===== config.mk =====
export PLATFORM = sky130hd
export DESIGN_NAME = emt_ram
export DESIGN_NICKNAME = d
export VERILOG_FILES = /design/src/rtl/emt_ram.sv
export SDC_FILE = /design/constraint.sdc
export NUM_CORES = 1
export LEC_CHECK = 0
export BUFFER_PORTS_ARGS = -buffer_cell sky130_fd_sc_hd__buf_2
export CORE_MARGIN = 5
export CORE_UTILIZATION = 30
export CTS_BUF_LIST = sky130_fd_sc_hd__clkbuf_8 sky130_fd_sc_hd__clkbuf_16
export DETAILED_ROUTE_END_ITERATION = 8
export PLACE_DENSITY = 0.45
export SLEW_MARGIN = 40
export SYNTH_ARGS = -nofsm -noshare
export SYNTH_HDL_FRONTEND = slang
export SYNTH_SLANG_ARGS = --single-unit
export TNS_END_PERCENT = 5

===== constraint.sdc =====
create_clock -name clk -period 2.05 [get_ports clk]
set_input_delay 0.3075 -clock clk [delete_from_list [all_inputs] [get_ports clk]]
set_output_delay 0.3075 -clock clk [all_outputs]
set_load 0.05 [all_outputs]

===== src/rtl/emt_ram.sv =====
// generic simple dual-port ram with registered read
`default_nettype none

module emt_ram #(
  parameter int WIDTH = 8,
  parameter int DEPTH = 64
) (
  input  wire logic                     clk,
  input  wire logic                     we,
  input  wire logic [$clog2(DEPTH)-1:0] waddr,
  input  wire logic [WIDTH-1:0]         wdata,
  input  wire logic                     re,
  input  wire logic [$clog2(DEPTH)-1:0] raddr,
  output      logic [WIDTH-1:0]         rdata
);

  logic [WIDTH-1:0] mem [DEPTH];

  always_ff @(posedge clk) begin
    if (we) begin
      mem[waddr] <= wdata;
    end
    if (re) begin
      rdata <= mem[raddr];
    end
  end

endmodule

`default_nettype wire


==> impl_metrics.csv <==
group,metric,value,unit
global_route,grt_max_degree,65,
synthesis,synth_cell_types,39,
clock_tree,cts.sinks,520,
detailed_routing,dr_total_vias,10000,
detailed_routing,routed_via_density,4.84,
placed_design,dpl_cell_area,22900,um^2
floorplan,coreArea,67000,um^2
sta,finalSetupTns,0,ns
sta,period_share,98.8,%
sta,setup_viol,0,
worst_setup_path,arrival,2.37,ns
synthesis,synth_fp_nets,963,
detailed_routing,drc,0,
floorplan,die_h,270,um
global_route,antenna_found_initial,6,
worst_setup_path,crit_type,"reg -> reg",
placed_design,pre_cts_slack,-0.725,ns
placed_design,gp_congestion,0.780,
layout,finalCoreUtilization,36.5,%
detailed_routing,drtAntennaViolNets,0,
clock_tree,cts_tree,"yes",
synthesis,yosysTopAreaCellShare,77.1,%
synthesis,synth.cell_area,20200,um^2
floorplan,io_pins,31,
global_route,grt-ovfl-total,0,
outcome,status,"complete, no violations",
synthesis,synth_area_leaders,"edfxtp_1 77%, mux4_2 14%, nor2_1 1.5%",
sta,rsz0062_at_grt,"true",
placed_design,dp.cells,1978,
detailed_routing,drt-pass1-iter-count,5,
synthesis,avgSynthCellArea,21.5,um^2
placed_design,hpwl,34.2,mm
sta,hold_viol_final,0,
sta,timing.hold.ws,0.103,ns
clock_tree,postCtsSetupBuffers,0,
sta,worst_pin_slew,0.757,ns
layout,finalInstanceArea,24500,um^2
floorplan,core.rowCount,95,
worst_setup_path,max_stage_delay,0.48,ns
global_route,grt_pass1_wl,75.6,mm
layout,fillers,6244,
worst_setup_path,crit_path_top_delay_cell,"mux4_2",
worst_setup_path,cp-end-kind,"register",
power_and_ir_drop,irDropWorstVdd,558,uV
power_and_ir_drop,power_leakage,7.92,nW
sta,fmax,494,MHz
synthesis,synth_top_cell_by_area,"edfxtp_1",
worst_setup_path,path_cells,"mux4_2, mux2_2, o221a_4, nor3_4, buf_4, o32ai_1",
global_route,grt.total_usage,14.1,%
clock_tree,clock_latency,0.60,ns
power_and_ir_drop,total_power,21.9,mW
worst_setup_path,path_buf_inv,1,
detailed_routing,wl_per_cell,25.0,um
clock_tree,clkTransAtPathRegs,0.06,ns
detailed_routing,routed_wl,51.9,mm
sta,slew_viol_final,0,
layout,fin_nets,1185,
sta,clock_skew,0.0307,ns
power_and_ir_drop,cellPowerDensity,893,nW/um^2
worst_setup_path,worst-path-max-fanout,1,
synthesis,yosysSeqAreaShare,77.1,%
layout,multi_input_area,4380,um^2
sta,slew_headroom,49.5,%
floorplan,die-area,72800,um^2
synthesis,yosysWarnings,0,
min_path,hp-class,"in -> reg",
clock_tree,root_buffer,"clkbuf_16",
clock_tree,cts_buffers,54,
clock_tree,cts_max_path_buffers,3,
run,maxCapViolations,0,
worst_setup_path,worst_ep_required_time,2.39,ns
synthesis,synth_seq_cells,520,
synthesis,synthCells,940,
detailed_routing,drtIter0Drc,830,
sta,period_minus_slack,2.03,ns
global_route,grt_pass1_vias,10600,
placed_design,io_buffers,30,
worst_setup_path,critPathLaunchType,"register",
worst_setup_path,critPathTopFamily,"multiplexers",
floorplan,initial_core_util,30.2,%
layout,regArea,15600,um^2
layout,area_growth,20.9,%
clock_tree,htreeDepth,2,
sta,fin_ws,0.0245,ns
layout,final_cells,2075,
layout,layout-drive-gt1-share,35.7,%
floorplan,die_width,270,um
[report_power, final]
group	switching, mW	internal (mW)
clock network	3.92	4.73
logic	0.790	0.596
registers	0.0346	11.8
total	4.74	17.1
[registers in the layout, indices dropped and copies added (netlist names)]
signal	cells
rdata	8
mem	512
[synthesized netlist by cell type, drive strengths merged]
master and count:
nand2 19, nand2b 7, nand4b 1, edfxtp 520, o311ai 1, o32ai 2, clkbuf 17, a21oi 3
a221oi 6, nor3 7, o22ai 8, o21ai 4, mux2i 23, a2111oi 2, nand3b 3, mux4 126
nand4 2, o21a 2, a211oi 4, o41ai 2, nor2 83, o221ai 8, o221a 2, or3 1
o2111ai 3, buf 34, o2bb2ai 3, nand3 13, a31oi 1, and2 1, a22oi 3, nor4 2
nor2b 14, mux2 13
[what timing repair did]
item | in CTS | in global routing
endpoints found under the setup margin | 4 | 5
hold buffers | 1 | 0
gates resized for setup | 10 | 5
pin swaps | 2 | 0
endpoints found under the hold margin | 5 | 0
[kinds of logic (layout without fill, tap and decap cells)]
logic type      after synthesis  count (layout)  share of synthesized area, %
compound gates               54              54                          2.06
mux                         162             162                          15.9
other cells                   0               4                             0
flops                       520             520                          77.1
buf+inv                      51             309                          1.56
simple gates                153             153                          3.37
[worst reg2reg max path: cells and delay by family, from the launching register on]
| family | cells | cell delay, ns |
|---|---|---|
| simple gates | 1 | 0.15 |
| compound gates | 2 | 0.35 |
| flops | 1 | 0.37 |
| buf+inv | 1 | 0.15 |
| mux | 2 | 0.77 |
[per-layer routing]
metal,track usage [%],share of wire (%)
met1,19.9,46
met2,22.2,47
met3,3.12,5.5
met4,3.66,2.1
met5,0,0.040
[final timing paths]
path | from | endpoint | slack [ns] | cells past startpoint
worst min register to register | mem[26][6]$_DFFE_PP_ | rdata[6]$_DFFE_PP_ | 0.97 | 3
worst min-delay path | re | rdata[7]$_DFFE_PP_ | 0.10 | 1
worst max register to register | mem[29][4]$_DFFE_PP_ | rdata[4]$_DFFE_PP_ | 0.02 | 6
worst max-delay path | mem[29][4]$_DFFE_PP_ | rdata[4]$_DFFE_PP_ | 0.02 | 6
[final cells by class]
type | count | area share, %
Antenna cell | 4 | 0.0409
Clock buffer | 54 | 5.52
Sequential cell | 520 | 63.8
Timing Repair Buffer | 217 | 7.58
Tap cell | 873 | 4.46
Multi-Input combinational cell | 369 | 17.9
Clock inverter | 38 | 0.710
[placed cells by master, fill, tap and decap left out, types with 4 or more instances in the layout]
master     count
mux4_2       126
diode_2        4
clkinv_2       6
o221ai_1       8
nand2b_1       7
nor3_1         5
mux2_2        12
clkbuf_16     54
buf_4        167
o22ai_1        8
nor2b_1       14
buf_2         25
clkinv_1      20
nor2_1        81
buf_12        22
inv_1          8
edfxtp_1     520
nand2_1       19
a211oi_1       4
mux2i_1       23
a221oi_1       5
nand3_1       13
(Power assumes the default switching activity.)
